--- config.mk ---
export PLATFORM = sky130hd
export DESIGN_NAME = lru_tracking_table_flat
export DESIGN_NICKNAME = d
export VERILOG_FILES = /design/src/design/lrutt_pkg.sv /design/src/design/lrutt_in_if.sv /design/src/design/lrutt_out_if.sv /design/src/design/lrutt_ctrl.sv /design/src/design/lrutt_dpath.sv /design/src/design/lru_tracking_table.sv /design/src/flat_wrapper.sv
export SDC_FILE = /design/constraint.sdc
export NUM_CORES = 1
export LEC_CHECK = 0
export ABC_AREA = 1
export BUFFER_PORTS_ARGS = -buffer_cell sky130_fd_sc_hd__buf_2
export CORE_MARGIN = 2
export CORE_UTILIZATION = 63
export DETAILED_ROUTE_END_ITERATION = 16
export GPL_TIMING_DRIVEN = 0
export PLACE_DENSITY = 0.85
export SYNTH_ARGS = -nofsm -noshare
export SYNTH_HDL_FRONTEND = slang
export SYNTH_SLANG_ARGS = --single-unit
--- constraint.sdc ---
create_clock -name clk_i -period 12.2 [get_ports clk_i]
set_input_delay 1.22 -clock clk_i [delete_from_list [all_inputs] [get_ports clk_i]]
set_output_delay 1.22 -clock clk_i [all_outputs]
set_load 0.005 [all_outputs]
--- src/design/lrutt_pkg.sv ---
// ----------------------------------------------------------------------------
// lrutt_pkg
// Shared constants, codes and controller/datapath handshake types for the
// LRU tracking table.
// ----------------------------------------------------------------------------
package lrutt_pkg;

  // Number of table slots (1 to 16)
  localparam int SLOTS   = 2;
  localparam int SLOT_AW = (SLOTS > 1) ? $clog2(SLOTS) : 1;

  localparam int OP_W    = 2;
  localparam int KEY_W   = 28;
  localparam int STAMP_W = 32;
  localparam int SLOT_W  = 4;

  typedef enum logic [OP_W-1:0] {
    OP_LOOKUP = 2'd0,
    OP_DELETE = 2'd1,
    OP_READ   = 2'd2,
    OP_NONE   = 2'd3
  } op_e;

  // Controller -> datapath
  typedef struct packed {
    logic load;       // latch input item, clear scan state
    logic scan_step;  // examine one slot
    logic commit;     // update table, load result register
  } cmd_t;

  // Datapath -> controller
  typedef struct packed {
    logic in_lookup;  // item on the input is a lookup
    logic scan_last;  // current scan slot is the last one
    logic out_free;   // result register can take a new result
  } status_t;

endpackage

--- src/design/lrutt_in_if.sv ---
// ----------------------------------------------------------------------------
// lrutt_in_if
// Request channel of the LRU tracking table.
// ----------------------------------------------------------------------------
interface lrutt_in_if;
  logic                          valid;
  logic                          ready;
  logic [lrutt_pkg::OP_W-1:0]    op;
  logic [lrutt_pkg::KEY_W-1:0]   key;
  logic [lrutt_pkg::STAMP_W-1:0] now;
  logic [lrutt_pkg::SLOT_W-1:0]  slot_sel;

  modport source (output valid, op, key, now, slot_sel, input ready);
  modport sink   (input valid, op, key, now, slot_sel, output ready);
endinterface

--- src/design/lrutt_out_if.sv ---
// ----------------------------------------------------------------------------
// lrutt_out_if
// Result channel of the LRU tracking table.
// ----------------------------------------------------------------------------
interface lrutt_out_if;
  logic                          valid;
  logic                          ready;
  logic [lrutt_pkg::SLOT_W-1:0]  slot;
  logic                          hit;
  logic                          evicted;
  logic                          entry_valid;
  logic [lrutt_pkg::KEY_W-1:0]   key_out;
  logic [lrutt_pkg::STAMP_W-1:0] stamp_out;

  modport source (output valid, slot, hit, evicted, entry_valid, key_out, stamp_out,
                  input ready);
  modport sink   (input valid, slot, hit, evicted, entry_valid, key_out, stamp_out,
                  output ready);
endinterface

--- src/design/lrutt_ctrl.sv ---
// ----------------------------------------------------------------------------
// lrutt_ctrl
// Sequencer: accepts an item, walks the slot scan for lookups, then commits
// the table update and result once the result register is free.
// ----------------------------------------------------------------------------
module lrutt_ctrl (
  input  logic               clk_i,
  input  logic               rst_ni,
  input  logic               in_valid_i,
  output logic               in_ready_o,
  input  lrutt_pkg::status_t status_i,
  output lrutt_pkg::cmd_t    cmd_o
);

  localparam logic [1:0] ST_IDLE   = 2'd0;
  localparam logic [1:0] ST_SCAN   = 2'd1;
  localparam logic [1:0] ST_COMMIT = 2'd2;

  logic [1:0] state_q, state_d;

  always_comb begin
    state_d       = state_q;
    in_ready_o    = 1'b0;
    cmd_o         = '0;
    case (state_q)
      ST_IDLE: begin
        in_ready_o = 1'b1;
        if (in_valid_i) begin
          cmd_o.load = 1'b1;
          state_d    = status_i.in_lookup ? ST_SCAN : ST_COMMIT;
        end
      end
      ST_SCAN: begin
        cmd_o.scan_step = 1'b1;
        if (status_i.scan_last) begin
          state_d = ST_COMMIT;
        end
      end
      ST_COMMIT: begin
        if (status_i.out_free) begin
          cmd_o.commit = 1'b1;
          state_d      = ST_IDLE;
        end
      end
      default: begin
        state_d = ST_IDLE;
      end
    endcase
  end

  always_ff @(posedge clk_i or negedge rst_ni) begin
    if (!rst_ni) begin
      state_q <= ST_IDLE;
    end else begin
      state_q <= state_d;
    end
  end

endmodule

--- src/design/lrutt_dpath.sv ---
// ----------------------------------------------------------------------------
// lrutt_dpath
// Slot storage, one-slot-per-cycle scan for hit / free / oldest, table update
// and the result register.
// ----------------------------------------------------------------------------
module lrutt_dpath (
  input  logic                clk_i,
  input  logic                rst_ni,
  input  lrutt_pkg::cmd_t     cmd_i,
  output lrutt_pkg::status_t  status_o,
  lrutt_in_if.sink            in_i,
  lrutt_out_if.source         out_o
);

  localparam int AW = lrutt_pkg::SLOT_AW;

  // Table storage
  logic [lrutt_pkg::SLOTS-1:0]   valid_q;
  logic [lrutt_pkg::KEY_W-1:0]   key_mem   [lrutt_pkg::SLOTS];
  logic [lrutt_pkg::STAMP_W-1:0] stamp_mem [lrutt_pkg::SLOTS];

  // Latched item
  logic [lrutt_pkg::OP_W-1:0]    op_q;
  logic [lrutt_pkg::KEY_W-1:0]   key_q;
  logic [lrutt_pkg::STAMP_W-1:0] now_q;
  logic [lrutt_pkg::SLOT_W-1:0]  sel_q;

  // Scan state
  logic [AW-1:0]                 cnt_q;
  logic                          found_q;
  logic [AW-1:0]                 hit_idx_q;
  logic                          has_free_q;
  logic [AW-1:0]                 free_idx_q;
  logic [lrutt_pkg::STAMP_W-1:0] oldest_q;
  logic [AW-1:0]                 old_idx_q;

  // Result register
  logic                          out_valid_q;
  logic [lrutt_pkg::SLOT_W-1:0]  r_slot_q,  r_slot_d;
  logic                          r_hit_q,   r_hit_d;
  logic                          r_evict_q, r_evict_d;
  logic                          r_valid_q, r_valid_d;
  logic [lrutt_pkg::KEY_W-1:0]   r_key_q,   r_key_d;
  logic [lrutt_pkg::STAMP_W-1:0] r_stamp_q, r_stamp_d;

  logic [AW-1:0]                 rd_addr;
  logic                          rd_valid;
  logic [lrutt_pkg::KEY_W-1:0]   rd_key;
  logic [lrutt_pkg::STAMP_W-1:0] rd_stamp;
  logic                          sel_in_range;
  logic [AW-1:0]                 sel_idx;
  logic [AW-1:0]                 pick;
  logic                          evict;

  assign sel_in_range = ({1'b0, sel_q} < (lrutt_pkg::SLOT_W + 1)'(lrutt_pkg::SLOTS));
  assign sel_idx      = sel_q[AW-1:0];

  // Single read port: scan slot during the walk, addressed slot otherwise
  assign rd_addr  = cmd_i.scan_step ? cnt_q : sel_idx;
  assign rd_valid = valid_q[rd_addr];
  assign rd_key   = key_mem[rd_addr];
  assign rd_stamp = stamp_mem[rd_addr];

  assign evict = !found_q && !has_free_q;
  assign pick  = found_q ? hit_idx_q : (has_free_q ? free_idx_q : old_idx_q);

  assign status_o.in_lookup = (in_i.op == lrutt_pkg::OP_LOOKUP);
  assign status_o.scan_last = (cnt_q == AW'(lrutt_pkg::SLOTS - 1));
  assign status_o.out_free  = !out_valid_q || out_o.ready;

  always_ff @(posedge clk_i) begin
    if (cmd_i.load) begin
      op_q       <= in_i.op;
      key_q      <= in_i.key;
      now_q      <= in_i.now;
      sel_q      <= in_i.slot_sel;
      cnt_q      <= '0;
      found_q    <= 1'b0;
      hit_idx_q  <= '0;
      has_free_q <= 1'b0;
      free_idx_q <= '0;
      oldest_q   <= '1;
      old_idx_q  <= '0;
    end else if (cmd_i.scan_step) begin
      cnt_q <= cnt_q + AW'(1);
      if (rd_valid && (rd_key == key_q) && !found_q) begin
        found_q   <= 1'b1;
        hit_idx_q <= cnt_q;
      end
      if (!rd_valid) begin
        if (!has_free_q) begin
          has_free_q <= 1'b1;
          free_idx_q <= cnt_q;
        end
      end else if (rd_stamp < oldest_q) begin
        oldest_q  <= rd_stamp;
        old_idx_q <= cnt_q;
      end
    end
  end

  // Key and stamp storage: only read for live slots, so no reset
  always_ff @(posedge clk_i) begin
    if (cmd_i.commit && (op_q == lrutt_pkg::OP_LOOKUP)) begin
      key_mem[pick]   <= key_q;
      stamp_mem[pick] <= now_q;
    end
  end

  always_ff @(posedge clk_i or negedge rst_ni) begin
    if (!rst_ni) begin
      valid_q <= '0;
    end else if (cmd_i.commit) begin
      if (op_q == lrutt_pkg::OP_LOOKUP) begin
        valid_q[pick] <= 1'b1;
      end else if ((op_q == lrutt_pkg::OP_DELETE) && sel_in_range) begin
        valid_q[sel_idx] <= 1'b0;
      end
    end
  end

  always_ff @(posedge clk_i or negedge rst_ni) begin
    if (!rst_ni) begin
      out_valid_q <= 1'b0;
    end else if (cmd_i.commit) begin
      out_valid_q <= 1'b1;
    end else if (out_o.ready) begin
      out_valid_q <= 1'b0;
    end
  end

  always_comb begin
    r_slot_d  = '0;
    r_hit_d   = 1'b0;
    r_evict_d = 1'b0;
    r_valid_d = 1'b0;
    r_key_d   = '0;
    r_stamp_d = '0;
    case (op_q)
      lrutt_pkg::OP_LOOKUP: begin
        r_slot_d  = lrutt_pkg::SLOT_W'(pick);
        r_hit_d   = found_q;
        r_evict_d = evict;
        r_valid_d = 1'b1;
        r_key_d   = key_q;
        r_stamp_d = now_q;
      end
      lrutt_pkg::OP_DELETE: begin
        r_slot_d = sel_q;
      end
      lrutt_pkg::OP_READ: begin
        r_slot_d = sel_q;
        if (sel_in_range && rd_valid) begin
          r_valid_d = 1'b1;
          r_key_d   = rd_key;
          r_stamp_d = rd_stamp;
        end
      end
      default: begin
        r_slot_d = '0;
      end
    endcase
  end

  always_ff @(posedge clk_i) begin
    if (cmd_i.commit) begin
      r_slot_q  <= r_slot_d;
      r_hit_q   <= r_hit_d;
      r_evict_q <= r_evict_d;
      r_valid_q <= r_valid_d;
      r_key_q   <= r_key_d;
      r_stamp_q <= r_stamp_d;
    end
  end

  assign out_o.valid       = out_valid_q;
  assign out_o.slot        = r_slot_q;
  assign out_o.hit         = r_hit_q;
  assign out_o.evicted     = r_evict_q;
  assign out_o.entry_valid = r_valid_q;
  assign out_o.key_out     = r_key_q;
  assign out_o.stamp_out   = r_stamp_q;

endmodule

--- src/design/lru_tracking_table.sv ---
// ----------------------------------------------------------------------------
// lru_tracking_table
// Small associative table of tracked transmitters with LRU slot reuse.
// ----------------------------------------------------------------------------
// One item at a time. A lookup (op 0) walks the slots one per cycle, checking
// for a key hit, the first free slot and the oldest stamp, then commits its
// table update and result. Delete, read and the undefined op skip the walk and
// go straight to the commit. Results sit in an output register, and the next
// item is accepted while a result waits to be taken; a further result, and with
// it the following accept, is held back until the register drains. Slot valid
// bits clear at reset; keys and stamps are only read for live slots.
module lru_tracking_table (
  input  logic        clk_i,
  input  logic        rst_ni,
  lrutt_in_if.sink    in_i,
  lrutt_out_if.source out_o
);

  lrutt_pkg::cmd_t    cmd;
  lrutt_pkg::status_t status;

  lrutt_ctrl u_ctrl (
    .clk_i      (clk_i),
    .rst_ni     (rst_ni),
    .in_valid_i (in_i.valid),
    .in_ready_o (in_i.ready),
    .status_i   (status),
    .cmd_o      (cmd)
  );

  lrutt_dpath u_dpath (
    .clk_i    (clk_i),
    .rst_ni   (rst_ni),
    .cmd_i    (cmd),
    .status_o (status),
    .in_i     (in_i),
    .out_o    (out_o)
  );

  // Only one item in flight
  a_one_in_flight: assert property (@(posedge clk_i) disable iff (!rst_ni)
    (in_i.valid && in_i.ready) |=> !in_i.ready)
    else $error("item accepted while previous still in progress");

  // A hit never evicts and always reports a live entry
  a_hit_live: assert property (@(posedge clk_i) disable iff (!rst_ni)
    (out_o.valid && out_o.hit) |-> (out_o.entry_valid && !out_o.evicted))
    else $error("hit result inconsistent");

  // Dead entries report zero key and stamp
  a_dead_zero: assert property (@(posedge clk_i) disable iff (!rst_ni)
    (out_o.valid && !out_o.entry_valid) |->
      ((out_o.key_out == '0) && (out_o.stamp_out == '0) && !out_o.hit && !out_o.evicted))
    else $error("dead entry carries data");

  // Live entries always name an existing slot
  a_live_slot: assert property (@(posedge clk_i) disable iff (!rst_ni)
    (out_o.valid && out_o.entry_valid) |->
      ({1'b0, out_o.slot} < (lrutt_pkg::SLOT_W + 1)'(lrutt_pkg::SLOTS)))
    else $error("live entry outside slot range");

endmodule

--- src/flat_wrapper.sv ---
// flat-port wrapper written by rule: the top's interface ports become plain ports
module lru_tracking_table_flat 
  (clk_i, rst_ni, in_i_valid, in_i_op, in_i_key, in_i_now, in_i_slot_sel, in_i_ready, out_o_valid, out_o_slot, out_o_hit, out_o_evicted, out_o_entry_valid, out_o_key_out, out_o_stamp_out, out_o_ready);
  lrutt_in_if in_i_i ();
  lrutt_out_if out_o_i ();
  input  logic clk_i;
  input  logic rst_ni;
  input wire logic [$bits(in_i_i.valid)-1:0] in_i_valid;
  input wire logic [$bits(in_i_i.op)-1:0] in_i_op;
  input wire logic [$bits(in_i_i.key)-1:0] in_i_key;
  input wire logic [$bits(in_i_i.now)-1:0] in_i_now;
  input wire logic [$bits(in_i_i.slot_sel)-1:0] in_i_slot_sel;
  output wire logic [$bits(in_i_i.ready)-1:0] in_i_ready;
  output wire logic [$bits(out_o_i.valid)-1:0] out_o_valid;
  output wire logic [$bits(out_o_i.slot)-1:0] out_o_slot;
  output wire logic [$bits(out_o_i.hit)-1:0] out_o_hit;
  output wire logic [$bits(out_o_i.evicted)-1:0] out_o_evicted;
  output wire logic [$bits(out_o_i.entry_valid)-1:0] out_o_entry_valid;
  output wire logic [$bits(out_o_i.key_out)-1:0] out_o_key_out;
  output wire logic [$bits(out_o_i.stamp_out)-1:0] out_o_stamp_out;
  input wire logic [$bits(out_o_i.ready)-1:0] out_o_ready;
  assign in_i_i.valid = in_i_valid;
  assign in_i_i.op = in_i_op;
  assign in_i_i.key = in_i_key;
  assign in_i_i.now = in_i_now;
  assign in_i_i.slot_sel = in_i_slot_sel;
  assign in_i_ready = in_i_i.ready;
  assign out_o_valid = out_o_i.valid;
  assign out_o_slot = out_o_i.slot;
  assign out_o_hit = out_o_i.hit;
  assign out_o_evicted = out_o_i.evicted;
  assign out_o_entry_valid = out_o_i.entry_valid;
  assign out_o_key_out = out_o_i.key_out;
  assign out_o_stamp_out = out_o_i.stamp_out;
  assign out_o_i.ready = out_o_ready;
  lru_tracking_table u_core (.clk_i(clk_i), .rst_ni(rst_ni), .in_i(in_i_i), .out_o(out_o_i));
endmodule
Yosys cells after proc, flatten, opt, wreduce, memory -nomap -nowiden
Memory sizes are Yosys's and may differ from the RTL's.
Index checks and enable logic that the tools add are counted.
Storage, ports and cells
  flip-flop bits (word level): 176
  bits in writable memories: 120
  bits of input ports: 70
  output and inout bits: 69
  logic and storage cells: 100
  memories: 2
Cells by class
  add/sub/neg operators: 1
  order comparisons: 7
  eq/ne operators: 8
  muxes and demuxes: 33
  bitwise gates (word level): 5
  reduce and logical (&&, ||, !) cells: 24
Memory list
  u_core.u_dpath.stamp_mem: words 2, bits a word 32, rd ports 1, clocked after Yosys merged registers in 0, wr ports 1, RTL line lrutt_dpath.sv:20  | logic [lrutt_pkg::STAMP_W-1:0] stamp_mem [lrutt_pkg::SLOTS];
  u_core.u_dpath.key_mem: words 2, bits a word 28, rd ports 1, clocked after Yosys merged registers in 0, wr ports 1, RTL line lrutt_dpath.sv:19  | logic [lrutt_pkg::KEY_W-1:0] key_mem [lrutt_pkg::SLOTS];
Operators by type and width (count)
  case mux 32 bit (2 select lines): 1
  case mux 28 bit (2 select lines): 1
  less-than comparator 32 bit: 1
  2-to-1 mux 32 bit: 1
  equality test 28 bit: 1
  2-to-1 mux 28 bit: 1
  2-to-1 mux 1 bit: 18
  2-to-1 mux 2 bit: 6
  AND reduction 3 bit: 3
  logical AND 1 bit: 8
  case mux 4 bit (2 select lines): 1
  zero test 2 bit: 3
  less-than comparator 1 x 2 -> 1 bit (second input constant): 3
  case mux 2 bit (3 select lines): 1
  AND reduction 2 bit: 3
  equality test 2 x 1 -> 1 bit (second input constant): 2
  equality test 2 bit (second input constant): 2
  less-than comparator 4 x 2 -> 1 bit (second input constant): 1
  inequality test 2 bit (second input constant): 2
  nonzero test 2 bit: 2
  zero test 1 bit: 3
  AND 2 bit: 1
  demux 1 bit (select 1 bit): 2
  greater-or-equal comparator 1 bit (second input constant): 2
  8 further kinds: 9

Depth between registers and ports, before layout
Gate-level depths: netlist of the first run.
  depth in word-level cells: 8
  depth in mapped cells: 23
  mapped depth without buffers: 19

Worst setup path before layout of the first run
Ideal clock, no wire load.
  kind: input to register
  from: input port in_i_valid
  to: register u_core.u_dpath.oldest_q[10] (netlist bit)
  setup time: 64 ps
  arrival time: 5542 ps
  required time: 12136 ps
  setup slack: 6594 ps
  cell stages on the path: 5
  path buffers: 1
  cell sequence: inv_1 nor2_1 clkinv_1 clkbuf_1 nand3_1
RTL lines
  start: declaration: RTL line flat_wrapper.sv:8  | input wire logic [$bits(in_i_i.valid)-1:0] in_i_valid;
  end signal: assignment: RTL line lrutt_dpath.sv:96  | oldest_q <= rd_stamp;
  end: declaration: RTL line lrutt_dpath.sv:34  | logic [lrutt_pkg::STAMP_W-1:0] oldest_q;

Worst setup path in the final report of the first run
  from: register u_core.u_ctrl.state_q[1]
  to: register u_core.u_dpath.oldest_q[23] (netlist bit)
On the way
  longest elaborated chain between the ends: 6
  elaborated cells on any way between the ends: 10
  classes of those cells: order compare: 1; eq/ne: 1; mux: 5; reduce/logical: 2; memory: 1
RTL lines
  start: declaration: RTL line lrutt_ctrl.sv:19  | logic [1:0] state_q, state_d;
  start signal: assignment: RTL line lrutt_ctrl.sv:55  | state_q <= state_d;
  equality test 2 x 1 -> 1 bit: RTL line lrutt_ctrl.sv:25  | case (state_q)
  2-to-1 mux 1 bit: RTL line lrutt_ctrl.sv:25
  2-to-1 mux 1 bit: RTL line lrutt_dpath.sv:59  | assign rd_addr = cmd_i.scan_step ? cnt_q : sel_idx;
  memory read (2 x 32 bit)
  net u_core.u_dpath.rd_stamp (one bit): RTL line lrutt_dpath.sv:49  | logic [lrutt_pkg::STAMP_W-1:0] rd_stamp;
  less-than comparator 32 bit: RTL line lrutt_dpath.sv:95  | end else if (rd_stamp < oldest_q) begin
  AND reduction 3 bit (no line)
The timed path passes the listed nets, and every way through them passes these cells. The select of a mux whose other input is x is not followed.
A chain may end at the register's enable or synchronous reset.

==> summary.txt, run 1 <==
clock power share: 25.2%
#FFs+latches synth: 296
overall global routing resource usage: 24.9%
share of cells above drive strength 1: 19.0%
Post-Route WL: 25300 um
Initial DRC Count: 529
worst path cell trace: inv_2, nand3_2, nand2_4, buf_8, buf_6, clkbuf_1, o21ai_0, ha_1, nand2_1, inv_1, nand3_1, nor4_1, nand2_2, buf_2, nand3_1, nand3_1
Worst Tran Pin Value: 0.953 ns
start of the worst register-to-register path: u_core.u_ctrl.state_q[1]
Tcrit/Tclk final: 29.1%
reg2reg end: u_core.u_dpath.oldest_q[23]
Chip Width: 144 um
switching pwr: 1130 uW
Reg2Reg Setup Slack: 8.65 ns
starting density of the core: 63.9%
Avg Vias per Cell: 5.33
Most Crowded Layer GR: met2
largest net degree at the start of global routing: 69
overflow left after global routing: 0
Most common cell on crit path: nand3_1
Syn Area/Cell: 11.7 sq um
initial antenna violation count: 0
post-route cell area: 14400 sq um
first-pass GRT wire length: 39800 um
Die ar.: 20700 sq um
status: finished clean
Seq/Total Area, Yosys: 68.7%
met1 usage: 30.9%
htree depth: 1
register area: 8480 sq um
RSZ-0062 raised after global routing: false
Resize count post-CTS: 0
Yosys Warn Count: 0
# setup viols final: 0
crit start category: flop
GR Util met3: 4.14%
max-slew violation count: 0
drt pass-1 iters: 5
# Max-Cap Violations: 0
setup ws final: 8.65 ns
Top Ports: 139
Worst-path clk slew: 0.06 ns
Critical Path Fanout Max: 10
DP Area: 13500 sq um
post-DP HPWL: 16800 um
Slew headroom: 36.5%
Syn Inst Count: 1059
clk buf depth: 3
area of the multi-input gates: 2930 sq um
GR met2 Demand/Resource: 44.6%
Worst Setup SP: u_core.u_ctrl.state_q[1]
worst slack, placed: 8.70 ns
fin nets: 1339
post-route ant nets: 0
Hold-fix buffers, CTS: 0
Port Buffer Count: 138
CTS tree: yes
area growth from synthesis to layout: 16.9%
number of global-route vias before repair: 8156
critical path type: reg2reg
internal power: 2260 uW
number of distinct library cells after synthesis: 40
PwrDens: 235 nW/um^2
startpoint of the worst hold path: u_core.u_dpath.oldest_q[17]
Hold Crit Class: reg2reg
Num CTS Buffers: 29
DRC viols: 0
CTS Sinks: 296
Leak: 0.00629 uW
Fin. Hold Viols: 0
Post-Layout Cell Count: 1521
clk_lat worst skew: 0.54 ns
Cell Rows: 51
CP Data Arrival Time: 3.95 ns
Fmax: 281 MHz
Switching Share: 33.3%
CP peak stage delay: 0.42 ns
worst r2r path cells: 16
ANT cells: 0
minimum clock period: 3.55 ns
peak supply drop: 0.000144 V
Filler cells: 1249
Cell Area, Synth: 12400 sq um
Seq pwr share: 44.8%
net count after synthesis: 1164
Via Count: 8108
Core Area: 19300 sq um
Critical Path Sink: u_core.u_dpath.oldest_q[23]
CP max stage cell: dfrtp_1
die height: 144 um
total negative slack: 0 ns
Logic pwr share: 30.0%
Req. time, crit path: 12.60 ns
routed len/inst: 16.7 um
root buffer cell: clkbuf_16
crit end category: flop
Worst Skew: 0.00997 ns
cell count after placement: 1468
RePlAce Congestion: 0.844
post-CTS setup buffers: 0
## metal layers
metal	share of wire, %	vias up
li1	-	3926
met1	40	3856
met2	51	267
met3	6.3	59
met4	2.4	0
met5	0	-
## power groups by stage
| stage | Sequential (uW) | Clock, uW | Combinational [uW] |
|---|---|---|---|
| after floorplan | 1530 | 0 | 655 |
| after global placement | 1550 | 0 | 936 |
| after detailed placement | 1530 | 0 | 1010 |
| after CTS | 1520 | 865 | 1020 |
| after global routing | 1540 | 906 | 1140 |
| final | 1520 | 852 | 1020 |
## Yosys cell counts (all sizes together)
cell type | instances | share of area, %
xor2 | 12 | 0.85
ha | 35 | 3.5
o22ai | 22 | 1.1
nand2 | 202 | 6.4
edfxtp | 253 | 62
nand4 | 5 | 0.25
nand3 | 74 | 3.0
nand3b | 1 | 0.061
clkinv | 1 | 0.030
inv | 189 | 5.7
nor4 | 2 | 0.10
o211ai | 2 | 0.16
buf | 19 | 1.4
o21a | 1 | 0.061
o21ai | 116 | 5.0
o2111ai | 1 | 0.21
a211oi | 3 | 0.18
clkbuf | 19 | 0.58
o31ai | 1 | 0.061
dfxtp | 38 | 6.2
a21oi | 22 | 1.0
dfrtp | 5 | 1.0
a41oi | 1 | 0.071
nor2 | 28 | 1.0
nor3 | 7 | 0.28
## cells by family (layout without fill, tap and decap cells)
family	Yosys count	count (layout)	share of synthesized area [%]
buffers and inverters	228	425	7.78
adder cells (fa/ha/maj)	35	35	3.55
flip-flops	296	296	68.7
AND/OR/NAND/NOR	319	319	11.2
XOR/XNOR	12	12	0.851
AO/OA/AOI/OAI	169	169	7.91
## sequential cells by signal, summed over array words and instances, names as in the netlist
signal	count
u_core.u_ctrl.state_q	2
u_core.u_dpath.stamp_mem	64
u_core.u_dpath.now_q	32
u_core.u_dpath.op_q	2
u_core.u_dpath.oldest_q	32
u_core.u_dpath.key_mem	56
u_core.u_dpath.sel_q	4
u_core.u_dpath.out_o.evicted	1
u_core.u_dpath.out_o.entry_valid	1
u_core.u_dpath.found_q	1
u_core.u_dpath.free_idx_q	1
u_core.u_dpath.key_q	28
u_core.u_dpath.has_free_q	1
u_core.u_dpath.out_o.hit	1
u_core.u_dpath.out_o.slot	4
u_core.u_dpath.out_o.stamp_out	32
u_core.u_dpath.old_idx_q	1
u_core.u_dpath.valid_q	2
u_core.u_dpath.out_o.key_out	28
u_core.u_dpath.hit_idx_q	1
u_core.u_dpath.cnt_q	1
u_core.u_dpath.out_o.valid	1
## cell usage in the layout, fill, tap and decap left out, types with 2 or more instances in the layout
cell type,instances
o22ai_1,22
dfxtp_1,38
nor3_1,7
buf_8,2
edfxtp_1,253
buf_6,10
clkinv_1,6
dfrtp_1,5
o21ai_2,8
nand4_1,5
o21ai_0,80
buf_12,4
inv_1,185
inv_2,3
nand2_4,2
clkbuf_16,29
o21ai_1,27
clkbuf_1,26
nor2_4,3
clkinv_2,8
nand2_1,191
buf_16,2
a211oi_1,3
nor2_1,21
ha_1,35
a21oi_1,20
nor2_2,3
nand3_1,73
bufinv_16,3
nor4_1,2
xor2_1,12
nand2_2,9
buf_2,144
## final cells by class
| class | count | share of cell area, % |
|---|---|---|
| Buffer | 38 | 1.72 |
| Clock buffer | 36 | 5.21 |
| Clock inverter | 17 | 1.08 |
| Inverter | 190 | 4.96 |
| Multi-Input combinational cell | 535 | 20.3 |
| Sequential cell | 296 | 58.7 |
| Tap cell | 265 | 2.30 |
| Timing Repair Buffer | 144 | 5.72 |
## worst max-delay path: cells and delay by family, from the launching register on
| family | cells | cell delay (ns) |
|---|---|---|
| adder cells (fa/ha/maj) | 1 | 0.36 |
| flip-flops | 1 | 0.42 |
| AO/OA/AOI/OAI | 1 | 0.29 |
| buffers and inverters | 6 | 1.09 |
| AND/OR/NAND/NOR | 8 | 1.26 |
## worst min path at each step
stage / to / slack, ns / cells after the start
global placement: u_core.u_dpath.oldest_q[1] / 0.44 / 2
CTS: u_core.u_dpath.oldest_q[17] / 0.46 / 2
global route: u_core.u_dpath.valid_q[1] / 0.47 / 1
finish: u_core.u_dpath.oldest_q[17] / 0.46 / 2
detailed placement: u_core.u_dpath.oldest_q[11] / 0.44 / 2
floorplan: u_core.u_dpath.oldest_q[10] / 0.43 / 2
## per-stage QoR
stage	utilization, %	power [uW]	hold WS [ns]
finish	74.7	3390	0.457
global route	74.7	3590	0.472
CTS	74.7	3400	0.459
detailed placement	70.0	2540	0.443
global placement	69.2	2480	0.437
floorplan	-	2190	0.429
Note: power is estimated with default switching activity, not from simulation.
==> run 2: changes to the inputs <==
CORE_UTILIZATION = 58   (was 63)
PLACE_DENSITY = 0.79   (was 0.85)
clock period = 3.63 ns   (was 12.2 ns; I/O delays follow)
==> summary.txt, run 2 (synthesis gave the netlist of run 1 again) <==
Port Buffer Count: 138 (unchanged)
Cell Rows: 53 (+3.9%)
Fmax: 295 MHz (+4.7%)
cell count after placement: 1478 (+0.68%)
largest net degree at the start of global routing: 69 (unchanged)
share of cells above drive strength 1: 19.4% (+0.38 points)
Leak: 0.00666 uW (+5.9%)
first-pass GRT wire length: 42800 um (+7.7%)
CTS tree: yes
Top Ports: 139 (unchanged)
# Max-Cap Violations: 0 (unchanged)
DRC viols: 0 (unchanged)
Tcrit/Tclk final: 93.5% (+64 points)
htree depth: 1 (unchanged)
clock power share: 28.5% (+3.3 points)
Worst Skew: 0.0179 ns (+0.00796 ns)
overflow left after global routing: 0 (unchanged)
Worst Tran Pin Value: 0.982 ns (+0.0287 ns)
Num CTS Buffers: 30 (+3.4%)
drt pass-1 iters: 5 (unchanged)
Most flops, register: u_core.u_dpath.stamp_mem
max-slew violation count: 0 (unchanged)
post-route ant nets: 0 (unchanged)
PwrDens: 788 nW/um^2 (+240%)
clk_lat worst skew: 0.55 ns (about the same)
Seq pwr share: 42.4% (-2.4 points)
area growth from synthesis to layout: 24.0%
CP Data Arrival Time: 3.80 ns (-0.15 ns)
switching pwr: 3960 uW (+250%)
Chip Width: 150 um (+4.1%)
Die ar.: 22500 sq um (+8.4%)
post-DP HPWL: 16700 um (-0.13%)
routed len/inst: 17.2 um (+3.2%)
fin nets: 1405 (+4.9%)
# setup viols final: 0 (unchanged)
Hold Crit Class: in2reg
critical path type: reg2reg
internal power: 8110 uW (+260%)
overall global routing resource usage: 24.4% (-0.55 points)
Slew headroom: 34.4% (-2.1 points)
Initial DRC Count: 619 (+17%)
clk buf depth: 3 (unchanged)
crit start category: flop
Fin. Hold Viols: 0 (unchanged)
RePlAce Congestion: 0.830 (-1.8%)
most frequent cells in the layout: edfxtp_1 (253), nand2_1 (191), inv_1 (185), buf_2 (144), o21ai_0 (78)
top flop regs: u_core.u_dpath.stamp_mem (64), u_core.u_dpath.key_mem (56)
peak supply drop: 0.000479 V (+230%)
ANT cells: 0 (unchanged)
commonest non-fill, non-tap cell in the layout: edfxtp_1
Req. time, crit path: 4.03 ns (-8.57 ns)
initial antenna violation count: 0 (unchanged)
die height: 150 um (+4.1%)
Avg Vias per Cell: 5.27 (-1.2%)
Post-Layout Cell Count: 1599 (+5.1%)
Post-Route WL: 27500 um (+8.5%)
Largest register FFs: 64 (unchanged)
root buffer cell: clkbuf_16
register area: 8480 sq um (unchanged)
starting density of the core: 58.9% (-4.9 points)
area of the multi-input gates: 2940 sq um (+0.43%)
worst hold slack: 0.00976 ns (-0.447 ns)
Filler cells: 1387 (+11%)
CTS Sinks: 296 (unchanged)
Switching Share: 32.8% (-0.46 points)
Logic pwr share: 29.1% (-0.9 points)
Via Count: 8423 (+3.9%)
Core Area: 21000 sq um (+8.4%)
Critical Path Fanout Max: 10 (unchanged)
crit end category: flop
Worst-path clk slew: 0.07 ns (about the same)
status: finished clean
number of global-route vias before repair: 8501 (+4.2%)
minimum clock period: 3.39 ns (-0.161 ns)
==> run 2: cell count changes in the layout (fill, tap and decap cells not counted), sizes merged <==
| cell | delta |
|---|---|
| inv | +1 |
| bufinv | +5 |
| dlygate4sd3 | +63 |
| clkbuf | -3 |
| buf | +2 |
| clkinvlp | +2 |
| clkinv | -2 |
==> run 2: area by class of cell <==
cell class | count | area share (%)
Tap cell | 275 | 2.25
Inverter | 190 | 4.67
Clock inverter | 23 | 2.17
Sequential cell | 296 | 55.4
Buffer | 38 | 1.66
Clock buffer | 33 | 5.11
Multi-Input combinational cell | 535 | 19.2
Timing Repair Buffer | 209 | 9.56
==> run 2: path summary, 6_finish.rpt <==
path	startpoint	to	slack, ns	cells past startpoint
max	u_core.u_ctrl.state_q[1]	u_core.u_dpath.oldest_q[20]	0.24	20
min	in_i_now[6]	u_core.u_dpath.now_q[6]	0.01	1
max reg2reg	u_core.u_ctrl.state_q[1]	u_core.u_dpath.oldest_q[20]	0.24	20
min reg2reg	u_core.u_dpath.oldest_q[9]	u_core.u_dpath.oldest_q[9]	0.46	2
max in group asynchronous	rst_ni	u_core.u_dpath.valid_q[0]	3.33	2
min in group asynchronous	rst_ni	u_core.u_dpath.valid_q[1]	0.16	2
==> run 2: what timing repair did <==
action                                 CTS  global route
gates resized for setup                  1            11
endpoints found under the hold margin   65             2
setup endpoints to repair               30            33
pin swaps                                0             3
hold buffers                            61             2
cloned                                   0             0
buffers inserted                         0             2
==> run 2: metal layers <==
metal	share of wire (%)	vias to the layer above	track usage, %
li1	-	4070	-
met1	40	4008	30.9
met2	52	296	44.0
met3	6.4	49	3.54
met4	2.1	0	6.23
met5	0	-	0
==> run 2: power by group through the flow <==
stage / sequential (uW) / clock [uW] / combinational (uW)
after global placement: 5190 / 0 / 3180
after global routing: 5200 / 3610 / 3940
after CTS: 5110 / 3470 / 3490
after floorplan: 5140 / 0 / 2200
after detailed placement: 5160 / 0 / 3390
final: 5120 / 3440 / 3510
==> run 2: critical path, cell delays in order (launching register included) <==
cell      delay, ns
dfrtp_1        0.41
inv_2          0.09
nand2_2        0.09
nand2_2        0.11
nand2_4        0.08
buf_8          0.16
buf_6          0.15
clkbuf_2       0.21
o21ai_0        0.45
ha_1           0.34
a21oi_1        0.12
o21ai_0        0.10
nand3_1        0.08
nand2_1        0.05
nand2_1        0.09
a21oi_2        0.10
nor2_8         0.19
nand2_4        0.11
buf_6          0.16
nand2_1        0.06
nand3_1        0.07
==> run 2: metrics by stage <==
| step | instance area, sq um | util, % | power [uW] | TNS, ns | worst slack [ns] |
|---|---|---|---|---|---|
| 3_3_place_gp | 13400 | 63.9 | 8360 | -435.42 | -2.95 |
| 5_1_grt | 15300 | 73.1 | 12800 | -0.0436 | -0.0168 |
| 4_1_cts | 15300 | 72.9 | 12100 | 0 | 0.0576 |
| 6_report | 15300 | 73.1 | 12100 | 0 | 0.237 |
| 3_5_place_dp | 13500 | 64.6 | 8550 | 0 | 0.0477 |
| 2_1_floorplan | 12400 | - | 7340 | -67.20 | -0.560 |
==> run 3: changes to the inputs <==
PLACE_DENSITY = 0.86   (was 0.79)
==> summary.txt, run 3 (synthesis gave the netlist of run 1 again) <==
status: finished clean
die height: 150 um (unchanged)
htree depth: 1 (unchanged)
Largest register FFs: 64 (unchanged)
Fin. Hold Viols: 0 (unchanged)
overall global routing resource usage: 25.5% (+1.1 points)
CP Data Arrival Time: 3.74 ns (-0.06 ns)
critical path type: reg2reg
Top Ports: 139 (unchanged)
top flop regs: u_core.u_dpath.stamp_mem (64), u_core.u_dpath.key_mem (56)
Fmax: 299 MHz (+1.3%)
crit end category: flop
clk_lat worst skew: 0.55 ns (about the same)
post-route ant nets: 0 (unchanged)
peak supply drop: 0.000582 V (+21%)
starting density of the core: 58.9% (unchanged)
Chip Width: 150 um (unchanged)
share of cells above drive strength 1: 19.1% (-0.29 points)
overflow left after global routing: 0 (unchanged)
Util after Layout: 72.5% (-0.59 points)
Port Buffer Count: 138 (unchanged)
number of global-route vias before repair: 8827 (+3.8%)
PwrDens: 777 nW/um^2 (-1.3%)
DRC viols: 0 (unchanged)
RePlAce Congestion: 0.846 (+2.0%)
RSZ-0062 raised after global routing: false
Initial DRC Count: 631 (+1.9%)
Worst Skew: 0.0235 ns (+0.00557 ns)
post-DP HPWL: 17600 um (+5.1%)
worst path cell trace: inv_2, nand2_2, nand2_2, nand2_4, buf_8, buf_6, clkbuf_4, nand2_1, o21ai_0, ha_1, nand2_1, nor2_1, nand4_1, buf_4, nor4_4, nand2_2, buf_2, nand3_1, nand3_1
cell family with most CP delay: simple AND/OR/NAND/NOR gates
Worst-path clk slew: 0.06 ns (about the same)
CP max stage cell: dfrtp_1
cell count after placement: 1478 (unchanged)
Critical Path Fanout Max: 10 (unchanged)
Post-Route WL: 28600 um (+4.0%)
Num CTS Buffers: 29 (-3.3%)
CP peak stage delay: 0.42 ns (-0.03 ns)
clk buf depth: 3 (unchanged)
routed len/inst: 17.9 um (+4.1%)
Cell Rows: 53 (unchanged)
Slew headroom: 34.4% (about the same)
# Max-Cap Violations: 0 (unchanged)
Leak: 0.00660 uW (-0.90%)
Most flops, register: u_core.u_dpath.stamp_mem
Die ar.: 22500 sq um (unchanged)
# setup viols final: 0 (unchanged)
crit start category: flop
area growth from synthesis to layout: 23.0%
Hold Crit Class: in2reg
fin nets: 1405 (unchanged)
commonest non-fill, non-tap cell in the layout: edfxtp_1
Pwr Total: 11800 uW (-2.1%)
CTS tree: yes
most frequent cells in the layout: edfxtp_1 (253), nand2_1 (191), inv_1 (185), buf_2 (143), nand3_1 (73)
max-slew violation count: 0 (unchanged)
Most common cell on crit path: nand2_2
initial antenna violation count: 0 (unchanged)
Worst Tran Pin Value: 0.984 ns (+0.00202 ns)
drt pass-1 iters: 5 (unchanged)
Post-Layout Cell Count: 1598 (-0.063%)
root buffer cell: clkbuf_16
critical path buffer and inverter count: 6 (+1)
worst hold slack: 0.0323 ns (+0.0225 ns)
Tcrit/Tclk final: 92.3% (-1.2 points)
CTS Sinks: 296 (unchanged)
Via Count: 8636 (+2.5%)
ANT cells: 0 (unchanged)
largest net degree at the start of global routing: 69 (unchanged)
Core Area: 21000 sq um (unchanged)
Req. time, crit path: 4.02 ns (about the same)
first-pass GRT wire length: 44200 um (+3.2%)
Avg Vias per Cell: 5.40 (+2.6%)
minimum clock period: 3.35 ns (-0.0432 ns)
[run 3: cell count changes in the layout (fill, tap and decap cells not counted), sizes merged]
cell	previous run	this run
bufinv	8	5
clkinvlp	3	6
clkinv	12	10
buf	165	166
clkbuf	52	53
dlygate4sd3	63	62
[run 3: metrics by stage]
step                setup TNS (ns)  setup slack (ns)  cell area [sq um]
floorplan                   -67.20            -0.560              12400
global placement           -408.36             -2.77              13400
detailed placement               0           0.00144              13500
CTS                              0            0.0114              15100
global route                     0           0.00427              15200
finish                           0             0.281              15200
[run 3: area by class of cell]
class / count / area, sq um
buffer: 38 / 254
clock buffer: 33 / 741
clock inverter: 21 / 248
fill: 1357 / 5760
inverter: 190 / 716
multi-input combinational: 535 / 2950
sequential: 296 / 8480
tap: 275 / 344
timing repair buffer: 210 / 1460
[run 3: power by group]
| part | total (uW) | internal [uW] | switching, uW | leakage [uW] |
|---|---|---|---|---|
| combinational | 3590 | 1230 | 2360 | 0.00341 |
| clock | 3090 | 1830 | 1260 | 0.000464 |
| sequential | 5120 | 4750 | 376 | 0.00273 |
[run 3: path summary, 6_finish.rpt]
path | start | to | slack [ns] | cells after the start
worst max-delay path | u_core.u_ctrl.state_q[1] | u_core.u_dpath.oldest_q[23] | 0.28 | 19
worst min register to register | u_core.u_dpath.oldest_q[9] | u_core.u_dpath.oldest_q[9] | 0.46 | 2
worst min-delay path | in_i_now[2] | u_core.u_dpath.now_q[2] | 0.03 | 1
worst max register to register | u_core.u_ctrl.state_q[1] | u_core.u_dpath.oldest_q[23] | 0.28 | 19
min in group asynchronous | rst_ni | u_core.u_dpath.out_o.valid | 0.19 | 2
max in group asynchronous | rst_ni | u_core.u_ctrl.state_q[0] | 3.30 | 2
[run 3: worst reg2reg max path, cell delays in order, from the launching register on]
cell	delay [ns]
dfrtp_1	0.42
inv_2	0.11
nand2_2	0.11
nand2_2	0.12
nand2_4	0.08
buf_8	0.16
buf_6	0.15
clkbuf_4	0.21
nand2_1	0.09
o21ai_0	0.14
ha_1	0.32
nand2_1	0.10
nor2_1	0.17
nand4_1	0.10
buf_4	0.17
nor4_4	0.17
nand2_2	0.16
buf_2	0.23
nand3_1	0.10
nand3_1	0.10
[run 3: routing by layer]
layer / track usage, % / wire [um] / vias to the layer above
li1: - / - / 4073
met4: 8.21 / 779 / 0
met1: 30.0 / 10600 / 4122
met2: 47.5 / 15200 / 378
met5: 0 / 0 / -
met3: 4.05 / 2010 / 63
[run 3: repair_timing]
item	4_1_cts	5_1_grt
hold buffers	62	0
buffers inserted	0	4
gates resized for setup	2	14
endpoints found under the hold margin	66	0
pin swaps	0	3
endpoints found under the setup margin	30	33
